**config.mk**
```make
export PLATFORM = sky130hd
export DESIGN_NAME = cvvt_xform
export DESIGN_NICKNAME = d
export VERILOG_FILES = /design/src/rtl/cached_view_vertex_transform_macros.svh /design/src/rtl/cvvt_pkg.sv /design/src/rtl/cvvt_xform.sv
export SDC_FILE = /design/constraint.sdc
export NUM_CORES = 2
export LEC_CHECK = 0
export ABC_AREA = 1
export BUFFER_PORTS_ARGS = -buffer_cell sky130_fd_sc_hd__buf_4
export CORE_ASPECT_RATIO = 2
export CORE_MARGIN = 2
export CORE_UTILIZATION = 28
export DETAILED_ROUTE_END_ITERATION = 16
export GPL_TIMING_DRIVEN = 0
export PLACE_DENSITY = 0.47
export RECOVER_POWER = 50
export SLEW_MARGIN = 0
export SYNTH_ARGS = -nofsm -noshare
export SYNTH_HDL_FRONTEND = slang
export SYNTH_SLANG_ARGS = --single-unit
```
**constraint.sdc**
```tcl
create_clock -name vclk -period 33
set_clock_uncertainty 0.1 [all_clocks]
set_input_delay 4.95 -clock vclk [all_inputs]
set_output_delay 4.95 -clock vclk [all_outputs]
set_load 0.03 [all_outputs]
```
**src/rtl/cached_view_vertex_transform_macros.svh**
```systemverilog
`ifndef CACHED_VIEW_VERTEX_TRANSFORM_MACROS_SVH
`define CACHED_VIEW_VERTEX_TRANSFORM_MACROS_SVH

// same-cycle implication, clocked on clk, off during reset
`define CVVT_ASSERT_NOW(label, ante, cons) \
    label: assert property (@(posedge clk) disable iff (!rst_n) (ante) |-> (cons)) \
        else $error("cvvt assertion failed");

// next-cycle implication, clocked on clk, off during reset
`define CVVT_ASSERT_NEXT(label, ante, cons) \
    label: assert property (@(posedge clk) disable iff (!rst_n) (ante) |=> (cons)) \
        else $error("cvvt assertion failed");

`endif

```
**src/rtl/cvvt_pkg.sv**
```systemverilog
`default_nettype none

package cvvt_pkg;

    localparam int unsigned COORD_W = 16;
    localparam int unsigned SLOT_W  = 16;
    localparam int unsigned TAG_W   = 16;
    localparam int unsigned VIEW_W  = 24;
    localparam int unsigned REG_IDX_W = 3;

    typedef enum logic [REG_IDX_W-1:0] {
        REG_CAMERA_X  = 3'd0,
        REG_CAMERA_Y  = 3'd1,
        REG_FORWARD_X = 3'd2,
        REG_FORWARD_Y = 3'd3,
        REG_RIGHT_X   = 3'd4,
        REG_RIGHT_Y   = 3'd5,
        REG_PASS_TAG  = 3'd6
    } cvvt_reg_idx_t;

    typedef struct packed {
        logic signed [COORD_W-1:0] camera_x;
        logic signed [COORD_W-1:0] camera_y;
        logic signed [COORD_W-1:0] forward_x;
        logic signed [COORD_W-1:0] forward_y;
        logic signed [COORD_W-1:0] right_x;
        logic signed [COORD_W-1:0] right_y;
        logic        [TAG_W-1:0]   pass_tag;
    } cvvt_cfg_t;

endpackage

`default_nettype wire

```
**src/rtl/cvvt_xform.sv**
```systemverilog
`default_nettype none

module cvvt_xform
    import cvvt_pkg::*;
#(
    parameter int unsigned FRAC_BITS = 8
) (
    input  wire cvvt_cfg_t            regs,
    input  wire logic signed [COORD_W-1:0] world_x,
    input  wire logic signed [COORD_W-1:0] world_y,
    output logic signed [VIEW_W-1:0]  depth,
    output logic signed [VIEW_W-1:0]  lateral
);

    localparam int unsigned PROD_W = 2 * COORD_W;
    localparam int unsigned SUM_W  = PROD_W + 1;

    logic signed [COORD_W-1:0] rel_x;
    logic signed [COORD_W-1:0] rel_y;
    logic signed [PROD_W-1:0]  prod_fx;
    logic signed [PROD_W-1:0]  prod_fy;
    logic signed [PROD_W-1:0]  prod_rx;
    logic signed [PROD_W-1:0]  prod_ry;
    logic signed [SUM_W-1:0]   sum_depth;
    logic signed [SUM_W-1:0]   sum_lateral;
    logic signed [SUM_W-1:0]   shr_depth;
    logic signed [SUM_W-1:0]   shr_lateral;

    always_comb
    begin
        // camera-relative position, wrapped to 16 bits
        rel_x       = world_x - regs.camera_x;
        rel_y       = world_y - regs.camera_y;
        prod_fx     = PROD_W'(rel_x) * PROD_W'(regs.forward_x);
        prod_fy     = PROD_W'(rel_y) * PROD_W'(regs.forward_y);
        prod_rx     = PROD_W'(rel_x) * PROD_W'(regs.right_x);
        prod_ry     = PROD_W'(rel_y) * PROD_W'(regs.right_y);
        sum_depth   = SUM_W'(prod_fx) + SUM_W'(prod_fy);
        sum_lateral = SUM_W'(prod_rx) + SUM_W'(prod_ry);
        shr_depth   = sum_depth >>> FRAC_BITS;
        shr_lateral = sum_lateral >>> FRAC_BITS;
        depth       = shr_depth[VIEW_W-1:0];
        lateral     = shr_lateral[VIEW_W-1:0];
    end

endmodule

`default_nettype wire

```
# [After elaboration in Yosys (flattened, before gate mapping)]
# Index checks and enable logic that the tools add are counted.
# W data, S select, Z words.
[word_totals] regBits=0 latch_bits=0 ramBits=0 romBits=0 inputBits=144 output_inout_bits=48 memories=0
[op_classes] add_sub_neg=4 multipliers=4 div_mod_pow=0 magnitude_cmp=0 eq_ne=0 n_shift=0 muxes=0 bitwise=0 n_reduce_logical=0
[ops] op="$mul A16 B16 Y32" n=4
[ops] op="$add A32 B32 Y32" n=2
[ops] op="$sub A16 B16 Y16" n=2

# [Logic depth before layout (Yosys ltp)]
[logic_depth] word_depth=3 mapped_depth=46

# [Worst setup path before layout]
# OpenSTA, ideal clock, no wires.
[synth_path] path_kind="input to output" from="in regs[93] (netlist name)" to="out depth[21]" t_arrival_ns=12.890 setup_slack_ns=15.060 cell_stages=33 path_buffers=1 path_cell_list="inv_1 -> ha_1 -> nand2_1 -> nor2_1 -> nand2_1 -> nor2_1 -> nor2_1 -> nand3b_1 -> nand2_2 -> buf_2 -> nor2_1 -> fa_1 -> fa_1 -> inv_1 -> fa_1 -> inv_1 -> fa_1 -> fa_1 -> fa_1 -> fa_1 -> inv_1 -> fa_1 -> inv_1 -> ha_1 -> nand2_1 -> nor2_1 -> inv_1 -> nor2_1 -> inv_1 -> o211ai_1 -> nand2_1 -> nand3_1 -> xor2_1"
[synth_between] elab_chain_len=3
[synth_rtl] element="start, declared" line="cvvt_xform.sv:8" source="input wire cvvt_cfg_t regs,"
[synth_rtl] element="$sub A16 B16 Y16" line="cvvt_xform.sv:33" source="rel_y = world_y - regs.camera_y;"
[synth_rtl] element="$mul A16 B16 Y32" line="cvvt_xform.sv:35" source="prod_fy = PROD_W'(rel_y) * PROD_W'(regs.forward_y);"
[synth_rtl] element="$add A32 B32 Y32" line="cvvt_xform.sv:38" source="sum_depth = SUM_W'(prod_fx) + SUM_W'(prod_fy);"
[synth_rtl] element="end, declared" line="cvvt_xform.sv:11" source="output logic signed [VIEW_W-1:0] depth,"
# No other way between the ends.

# [Worst setup path in the final report]
[layout_path] from="in regs[96] (netlist name)" to="out lateral[19]"
[layout_between] elab_chain_len=3
[layout_rtl] element="$sub A16 B16 Y16" line="cvvt_xform.sv:32" source="rel_x = world_x - regs.camera_x;"
[layout_rtl] element="$mul A16 B16 Y32" line="cvvt_xform.sv:36" source="prod_rx = PROD_W'(rel_x) * PROD_W'(regs.right_x);"
[layout_rtl] element="$add A32 B32 Y32" line="cvvt_xform.sv:39" source="sum_lateral = SUM_W'(prod_rx) + SUM_W'(prod_ry);"
[layout_rtl] element="end, declared" line="cvvt_xform.sv:12" source="output logic signed [VIEW_W-1:0] lateral"
# No other way between the ends.

==> impl_metrics.toml <==
[route]
drcViolationCount = 0
viasPerCell = 4.53
wl_um = 154000
dr.pass1.iters = 5
avgRoutedWirePerCell_um = 21.8
drtAntennaViolNets = 0
vias = 31900
drtIter0Drc = 1618

[grt]
grt_max_degree = 17
grt_pass1_wl_um = 228000
antenna_found_initial = 18
grt-ovfl-total = 0
track_usage = 0.208
grt_pass1_vias = 35000

[run]
cap_violations = 1

[setup_path]
crit_type = "input port to output port"
critPathTopFamily = "adder cells"
crit_fanout = 10
crit_path_frequent_cell = "fa_1"
crit_arrival_ps = 16330
worst_setup_path_start_kind = "input port"
max_stage_delay_ps = 1590
end_kind = "output port"
worstPathBufferInverterCount = 11
crit_slowest_cell = "xor2_1"
crit_required_ps = 27950

[floorplanning]
core_area_mm2 = 0.146
die-area_mm2 = 0.150
dieHeight_um = 546
ios = 192
start_util = 0.281
rows = 199
die-width_um = 275

[synth]
synth.cell_area_mm2 = 0.0412
yosysTopAreaCell = "fa_1"
ys_top_cells_by_area = "fa_1, inv_1, ha_1"
yosysMostFrequentCell = "inv_1"
synth_nets = 6575
synth_xor_area_frac = 0.0255
synth_commonest_cells = "inv_1, fa_1, nor2_1"
synth-compound-area-share = 0.0308
netlist_instances = 4970
ys_warn_count = 0
yosys.cell_types.count = 46
synth-simple-area-share = 0.145
synth.mux.area_fraction = 0
avgSynthCellArea_um2 = 8.28
synth_top_family_by_area = "adder cells"
seq_area_frac_synth = 0
synthAdderAreaFrac = 0.645
synth_top_area_frac = 0.536

[sta]
finalHoldViolCount = 0
finalSetupTns_ps = 0
rsz0062_at_grt = "false"
setup_viol = 0
max_slew_margin = -0.416
slew_viol_final = 10
finalCritPeriodShare = 0.648
layout_min_cycle_time_ps = 21380
fmax_mhz = 46.8
max_slew.worst_pin.slew_ps = 2120

[outcome]
violations = "max-capacitance violations, max-slew violations"
outcome = "finished, violations left"

[min_path]
min_from = "regs[48]"
min_delay_path_depth = 6
hp-class = "input port to output port"
hold_path_end = "depth[0]"

[final_layout]
nFillCells = 16000
design.seq.count = 0
regArea_um2 = 0
drive_gt1_frac = 0.0452
finalNetCount = 6741
nClkBuffers = 0
area_growth_pct = 8.70
final_core_util = 0.306
final_area_mm2 = 0.0447

[clock_tree]
cts_hold_buf = 0
cts_setup_buffers = 0
cts_resized = 0

[placed_design]
hpwl_um = 136000
io_buffers = 162
gp_congestion = 0.924
place_area_mm2 = 0.0448
-- layout make-up --
type / instances / area [um2] / area share
Antenna cell: 10 / 25.0 / 0.000559
Buffer: 143 / 598 / 0.0134
Inverter: 1528 / 5740 / 0.128
Multi-Input combinational cell: 3299 / 34800 / 0.779
Tap cell: 1909 / 2390 / 0.0534
Timing Repair Buffer: 164 / 1160 / 0.0260
-- logic make-up after synthesis --
kind of cell | Yosys count
AO/OA/AOI/OAI | 219
XOR/XNOR | 116
buffers and inverters | 1671
AND/OR/NAND/NOR | 1503
adder cells (fa/ha/maj) | 1461
-- worst max-delay path by stage --
stage / start / end / slack (ps) / cells past startpoint
3_5_place_dp: regs[98] / lateral[19] / 12560 / 36
5_1_grt: regs[96] / lateral[19] / 11450 / 35
3_3_place_gp: regs[98] / lateral[19] / 12330 / 35
2_1_floorplan: regs[93] / depth[21] / 15060 / 33
6_report: regs[96] / lateral[19] / 11620 / 35
4_1_cts: regs[98] / lateral[19] / 12520 / 36
-- cells in the final DEF, fill, tap and decap left out, types with 42 or more instances in the layout --
master	netlist	layout
clkbuf_1	103	125
nand2_1	650	650
nand3_1	61	61
xor2_1	70	71
fa_1	1103	1103
buf_4	3	143
a21oi_1	111	111
inv_1	1503	1503
ha_1	358	358
nor2_1	709	708
xnor2_1	43	42
-- through the flow --
step	setup WS, ps	cells	hold WS, ps
2_1_floorplan	15060	4970	10290
3_3_place_gp	12330	7041	10510
3_5_place_dp	12560	7043	10500
4_1_cts	12520	7043	10510
5_1_grt	11450	7043	10600
6_report	11620	7053	10550
-- layer usage --
metal	track usage	routed length [um]	up-vias
met2	0.360	75100	986
met4	0.0987	9630	22
li1	-	-	14400
met5	0	136	-
met3	0.0298	8660	316
met1	0.252	60100	16300
