--- src/rtl/cached_view_vertex_transform_macros.svh ---
`ifndef CACHED_VIEW_VERTEX_TRANSFORM_MACROS_SVH
`define CACHED_VIEW_VERTEX_TRANSFORM_MACROS_SVH

// same-cycle implication, clocked on clk, off during reset
`define CVVT_ASSERT_NOW(label, ante, cons) \
    label: assert property (@(posedge clk) disable iff (!rst_n) (ante) |-> (cons)) \
        else $error("cvvt assertion failed");

// next-cycle implication, clocked on clk, off during reset
`define CVVT_ASSERT_NEXT(label, ante, cons) \
    label: assert property (@(posedge clk) disable iff (!rst_n) (ante) |=> (cons)) \
        else $error("cvvt assertion failed");

`endif

--- src/rtl/cvvt_pkg.sv ---
`default_nettype none

package cvvt_pkg;

    localparam int unsigned COORD_W = 16;
    localparam int unsigned SLOT_W  = 16;
    localparam int unsigned TAG_W   = 16;
    localparam int unsigned VIEW_W  = 24;
    localparam int unsigned REG_IDX_W = 3;

    typedef enum logic [REG_IDX_W-1:0] {
        REG_CAMERA_X  = 3'd0,
        REG_CAMERA_Y  = 3'd1,
        REG_FORWARD_X = 3'd2,
        REG_FORWARD_Y = 3'd3,
        REG_RIGHT_X   = 3'd4,
        REG_RIGHT_Y   = 3'd5,
        REG_PASS_TAG  = 3'd6
    } cvvt_reg_idx_t;

    typedef struct packed {
        logic signed [COORD_W-1:0] camera_x;
        logic signed [COORD_W-1:0] camera_y;
        logic signed [COORD_W-1:0] forward_x;
        logic signed [COORD_W-1:0] forward_y;
        logic signed [COORD_W-1:0] right_x;
        logic signed [COORD_W-1:0] right_y;
        logic        [TAG_W-1:0]   pass_tag;
    } cvvt_cfg_t;

endpackage

`default_nettype wire

--- src/rtl/cvvt_cfg_if.sv ---
`default_nettype none

interface cvvt_cfg_if
    import cvvt_pkg::*;
();
    logic                 valid;
    logic                 ready;
    logic [REG_IDX_W-1:0] index;
    logic [COORD_W-1:0]   data;

    modport source (output valid, output index, output data, input ready);
    modport sink   (input valid, input index, input data, output ready);
endinterface

`default_nettype wire

--- src/rtl/cvvt_regs.sv ---
`default_nettype none

module cvvt_regs
    import cvvt_pkg::*;
(
    input  wire logic  clk,
    input  wire logic  rst_n,
    cvvt_cfg_if.sink   cfg,
    output cvvt_cfg_t  regs
);

    cvvt_cfg_t regs_reg;

    assign cfg.ready = 1'b1;

    always_ff @(posedge clk or negedge rst_n)
    begin
        if (!rst_n)
        begin
            regs_reg <= '{pass_tag: TAG_W'(1), default: '0};
        end
        else if (cfg.valid && cfg.ready)
        begin
            unique case (cvvt_reg_idx_t'(cfg.index))
                REG_CAMERA_X:  regs_reg.camera_x  <= cfg.data;
                REG_CAMERA_Y:  regs_reg.camera_y  <= cfg.data;
                REG_FORWARD_X: regs_reg.forward_x <= cfg.data;
                REG_FORWARD_Y: regs_reg.forward_y <= cfg.data;
                REG_RIGHT_X:   regs_reg.right_x   <= cfg.data;
                REG_RIGHT_Y:   regs_reg.right_y   <= cfg.data;
                REG_PASS_TAG:  regs_reg.pass_tag  <= cfg.data;
                default:       regs_reg           <= regs_reg;
            endcase
        end
    end

    assign regs = regs_reg;

endmodule

`default_nettype wire

--- src/flat_wrapper.sv ---
// flat-port wrapper written by rule: the top's interface ports become plain ports
module cvvt_regs_flat import cvvt_pkg::*;
  (clk, rst_n, regs, cfg_valid, cfg_index, cfg_data, cfg_ready);
  cvvt_cfg_if cfg_i ();
  input  wire logic clk;
  input  wire logic rst_n;
  output cvvt_cfg_t regs;
  input wire logic [$bits(cfg_i.valid)-1:0] cfg_valid;
  input wire logic [$bits(cfg_i.index)-1:0] cfg_index;
  input wire logic [$bits(cfg_i.data)-1:0] cfg_data;
  output wire logic [$bits(cfg_i.ready)-1:0] cfg_ready;
  assign cfg_i.valid = cfg_valid;
  assign cfg_i.index = cfg_index;
  assign cfg_i.data = cfg_data;
  assign cfg_ready = cfg_i.ready;
  cvvt_regs u_core (.clk(clk), .rst_n(rst_n), .cfg(cfg_i), .regs(regs));
endmodule
--- config.mk ---
export PLATFORM = sky130hd
export DESIGN_NAME = cvvt_regs_flat
export DESIGN_NICKNAME = d
export VERILOG_FILES = /design/src/rtl/cached_view_vertex_transform_macros.svh /design/src/rtl/cvvt_pkg.sv /design/src/rtl/cvvt_cfg_if.sv /design/src/rtl/cvvt_regs.sv /design/src/flat_wrapper.sv
export SDC_FILE = /design/constraint.sdc
export NUM_CORES = 1
export LEC_CHECK = 0
export ABC_AREA = 1
export BUFFER_PORTS_ARGS = -buffer_cell sky130_fd_sc_hd__buf_4
export CAP_MARGIN = 20
export CORE_ASPECT_RATIO = 1.5
export CORE_MARGIN = 5
export CORE_UTILIZATION = 40
export CTS_CLUSTER_DIAMETER = 50
export DETAILED_ROUTE_END_ITERATION = 8
export RECOVER_POWER = 50
export SYNTH_ARGS = -nofsm -noshare
export SYNTH_HDL_FRONTEND = slang
export SYNTH_SLANG_ARGS = --single-unit
--- constraint.sdc ---
create_clock -name clk -period 2.1 [get_ports clk]
set_clock_uncertainty 0.15 [all_clocks]
set_input_delay 0.42 -clock clk [delete_from_list [all_inputs] [get_ports clk]]
set_output_delay 0.42 -clock clk [all_outputs]
set_load 0.05 [all_outputs]
# Word level (Yosys, flattened, before mapping)
# Cells that the tools add are included.
word_totals:
  ff_bits: 112
  latch_bits: 0
  ram_bits: 0
  mem_bits_ro: 0
  in_bits: 22
  out_inout_bits: 113
  elab_cells: 21
  memories: 0
classes:
  addsub: 0
  mul: 0
  n_div: 0
  order_cmp: 0
  n_eq_ne: 6
  n_shift: 0
  muxes: 0
  bitwise: 0
  n_reduce_logical: 8
op_table:
  columns: ["cell", "n"]
  rows:
  - ["AND reduction 2 bit", 7]
  - ["equality test 3 bit, second input constant", 3]
  - ["equality test 3 x 2 -> 1 bit, second input constant", 2]
  - ["equality test 3 x 1 -> 1 bit, second input constant", 1]
  - ["zero test 3 bit", 1]

# Depth between registers and ports, before layout
logic_depth:
  word_depth: 2
  ltp_mapped: 6

# Worst setup path after synthesis
# No wires, ideal clock.
synth_timing:
  path_kind: "input port to flip-flop"
  from: "input cfg_index[2]"
  to: "register u_core.regs_reg, in the netlist u_core.regs[37]"
  arrival_time_ps: 1087
  required_ps: 1831
  setup_slack_ps: 744
  cell_stages: 6
  n_path_buf: 1
  path_cell_list: "nand2_1 inv_2 nand2_1 buf_2 nand2_1 nand2_1"
synth_between:
  elab_chain_cells: 2
synth_lines:
  columns: ["item", "line_no", "source"]
  rows:
  - ["start, declared", "flat_wrapper.sv:9", "input wire logic [$bits(cfg_i.index)-1:0] cfg_index;"]
  - ["equality test 3 bit", "cvvt_regs.sv:24", "unique case (cvvt_reg_idx_t'(cfg.index))"]
  - ["AND reduction 2 bit (no line)", null, null]
  - ["end signal, assigned", "cvvt_regs.sv:32", "default: regs_reg <= regs_reg;"]
  - ["end, declared", "cvvt_regs.sv:12", "cvvt_cfg_t regs_reg;"]
# No other way between the ends.
# A chain may end at the register's enable or synchronous reset.

# Final worst setup path
layout_timing:
  from: "input cfg_index[2]"
  to: "register u_core.regs_reg, in the netlist u_core.regs[71]"
layout_between:
  elab_chain_cells: 2
layout_lines:
  columns: ["item", "line_no"]
  rows:
  - ["equality test 3 x 2 -> 1 bit", "cvvt_regs.sv:24"]
  - ["AND reduction 2 bit (no line)", null]
# No other way between the ends.

==> summary.md <==
| Metric | Value |
|---|---|
| Worst path max stage delay | 0.38 ns |
| Gr usage total | 20.8% |
| CP Class | in -> reg |
| Min-delay worst type | in -> reg |
| CTS tree | built |
| Buf/Inv on CP | 2 |
| Final Cell Area | 5870 um2 |
| Min-delay src | cfg_data[0] |
| Placer Congestion | 0.796 |
| Input/output buffers | 133 |
| First-pass GRT wire length | 20900 um |
| RSZ-0062 raised after global routing | false |
| Die H | 138 um |
| Antenna Cells | 0 |
| Core region area | 10900 um2 |
| Relative max-transition margin | 44.4% |
| # resized after CTS | 0 |
| PnR Total Power | 7360 uW |
| CP delay by family, top | simple AND/OR/NAND/NOR gates |
| CP Max Fanout | 17 |
| Final Util | 54.0% |
| Commonest non-fill, non-tap cell in the layout | nand2_1 |
| Commonest cells after routing, fill and taps aside | nand2_1, buf_4, dfrtp_1 |
| Synth warnings | 0 |
| Top cell type by total area after synthesis | dfrtp_1 |
| Leak | 0.00329 uW |
| Yosys reg bits | 112 |
| Sinks on Clock Net | 112 |
| Drt total wl | 13500 um |
| Worst EP required | 2.18 ns |
| WP data arrival | 1.74 ns |
| Die Width | 95.5 um |
| Critical Path Most Common Cell | nand2_1 |
| Reg clk slew, reported paths | 0.06 ns |
| Via-to-Cell Ratio | 4.84 |
| Largest net degree at the start of global routing | 43 |
| Syn Nets | 518 |
| H-tree levels | 3 |
| Layout cell share with drive strength beyond 1 | 25.4% |
| Clock buffer depth | 2 |
| Distinct cells, synth | 14 |
| Post-layout min period | 1.66 ns |
| Syn Inst Count | 496 |
| Nets | 654 |
| Remaining DRCs | 0 |
| Sequential fraction of the synthesis area | 63.9% |
| Post-route clock period utilization | 78.9% |
| Synthesized cell area | 4390 um2 |
| Crit path cell chain | clkbuf_1 -> nor2_1 -> buf_4 -> nand2_1 -> nand2_1 -> nand2_1 |
| Worst vdd ir | 0.000556 V |
| First-pass DRT Iterations | 4 |
| Area post-placement | 5590 um2 |
| DR vias | 3796 |
| TritonCTS Buffers | 9 |
| Initial Utilization | 40.4% |
| WL per Instance | 17.2 um |
| Status | completed |
| Syn-to-layout area delta | 33.7% |
| Die area | 13200 um2 |
| CP max-delay cell | nand2_1 |
| Pwr per Cell Area | 1250 nW/um2 |
| CP startpoint kind | input port |
| FF-to-FF Start | u_core.regs[0]$_DFFE_PN1P_ |
| Setup-failing EPs final | 0 |
| Maxcap violations | 0 |
| DP Wirelength | 9490 um |
| Root Driver | clkbuf_16 |
| Final slew viol count | 0 |
| Total grt overflow | 0 |
| Top-area cell type share of the netlist area | 63.3% |
| Worst slew pin tran | 0.834 ns |
| Fillers | 1047 |
| Antenna violations before repair | 0 |
| Vias in the first global route | 3808 |
| Synth area leaders | dfrtp_1, nand2_1, nand3_1 |
| Antenna Violating Nets Remaining | 0 |
| Number of flip-flops in the largest register | 112 |
| Setup_tns | 0 ns |
| CP Launch Point | cfg_index[2] |
| Worst-Skew Late Latency | 0.34 ns |
| Synthesized area per cell | 8.85 um2 |
| CP endpoint kind | flop |
| Max Clk Rate | 603 MHz |
| # IOs | 135 |
| Num rows | 47 |
| Hold violation count in the final report | 0 |
| Register area | 2800 um2 |
| Multi-input logic area | 1440 um2 |
| Initial DRC count | 205 |
[cells in the mapped netlist, drive strengths merged]
cell and n:
dfrtp 111, nand3 64, nand2 284, buf 17, dfstp 1, conb 1, inv 6, nor2 7
clkbuf 5
[report_power, final]
part	switching [uW]	internal [uW]	leakage (uW)
Sequential	256	2560	0.00141
Clock	746	1040	0.000151
Combinational	2020	728	0.00174
[cell type report]
type	instances	area share (%)
flip-flops and latches	112	47.8
repair buffers	147	19.0
multi-input cells	356	24.5
inverters	6	0.384
clock inverters	4	1.19
clock buffers	12	4.03
well taps	147	3.13
[metal layers]
metal	routed length, um	vias up	part of all wire [%]	GRT usage [%]
li1	-	1810	-	-
met1	5260	1834	39	25.6
met2	6970	123	52	34.9
met3	733	29	5.4	3.26
met4	493	0	3.7	10.0
met5	0	-	0	0
[logic make-up (layout without fill, tap and decap cells)]
group / after synthesis / in the layout / synth area share, %
buffers and inverters: 28 / 169 / 2.91
flip-flops: 112 / 112 / 63.9
other: 1 / 1 / 0.0854
AND/OR/NAND/NOR: 355 / 355 / 33.1
[what timing repair did]
| item | CTS | global route |
|---|---|---|
| hold buffers | 1 | 0 |
| setup buffers | 0 | 0 |
| hold endpoints to repair | 28 | 0 |
[worst min-delay path: stages]
cell     delay (ns)
buf_4          0.15
nand2_1        0.07
nand2_1        0.04
[path summary, 6_finish.rpt]
path	depth (start not counted)	slack [ns]	endpoint
max	6	0.44	u_core.regs[71]$_DFFE_PN0P_
min reg2reg	2	0.32	u_core.regs[75]$_DFFE_PN0P_
min	3	0.20	u_core.regs[0]$_DFFE_PN1P_
max in group asynchronous	3	0.47	u_core.regs[0]$_DFFE_PN1P_
min in group asynchronous	2	0.57	u_core.regs[94]$_DFFE_PN0P_
max reg2reg	2	1.22	u_core.regs[0]$_DFFE_PN1P_
[per-stage QoR]
step | hold WS, ns | worst slack (ns) | instances
finish | 0.199 | 0.443 | 784
global route | 0.217 | 0.317 | 784
CTS | 0.190 | 0.438 | 784
detailed placement | 0.239 | 0.426 | 767
global placement | 0.235 | 0.450 | 767
floorplan | -0.0256 | 0.744 | 496
No activity file was read; power rests on OpenSTA's default activity.
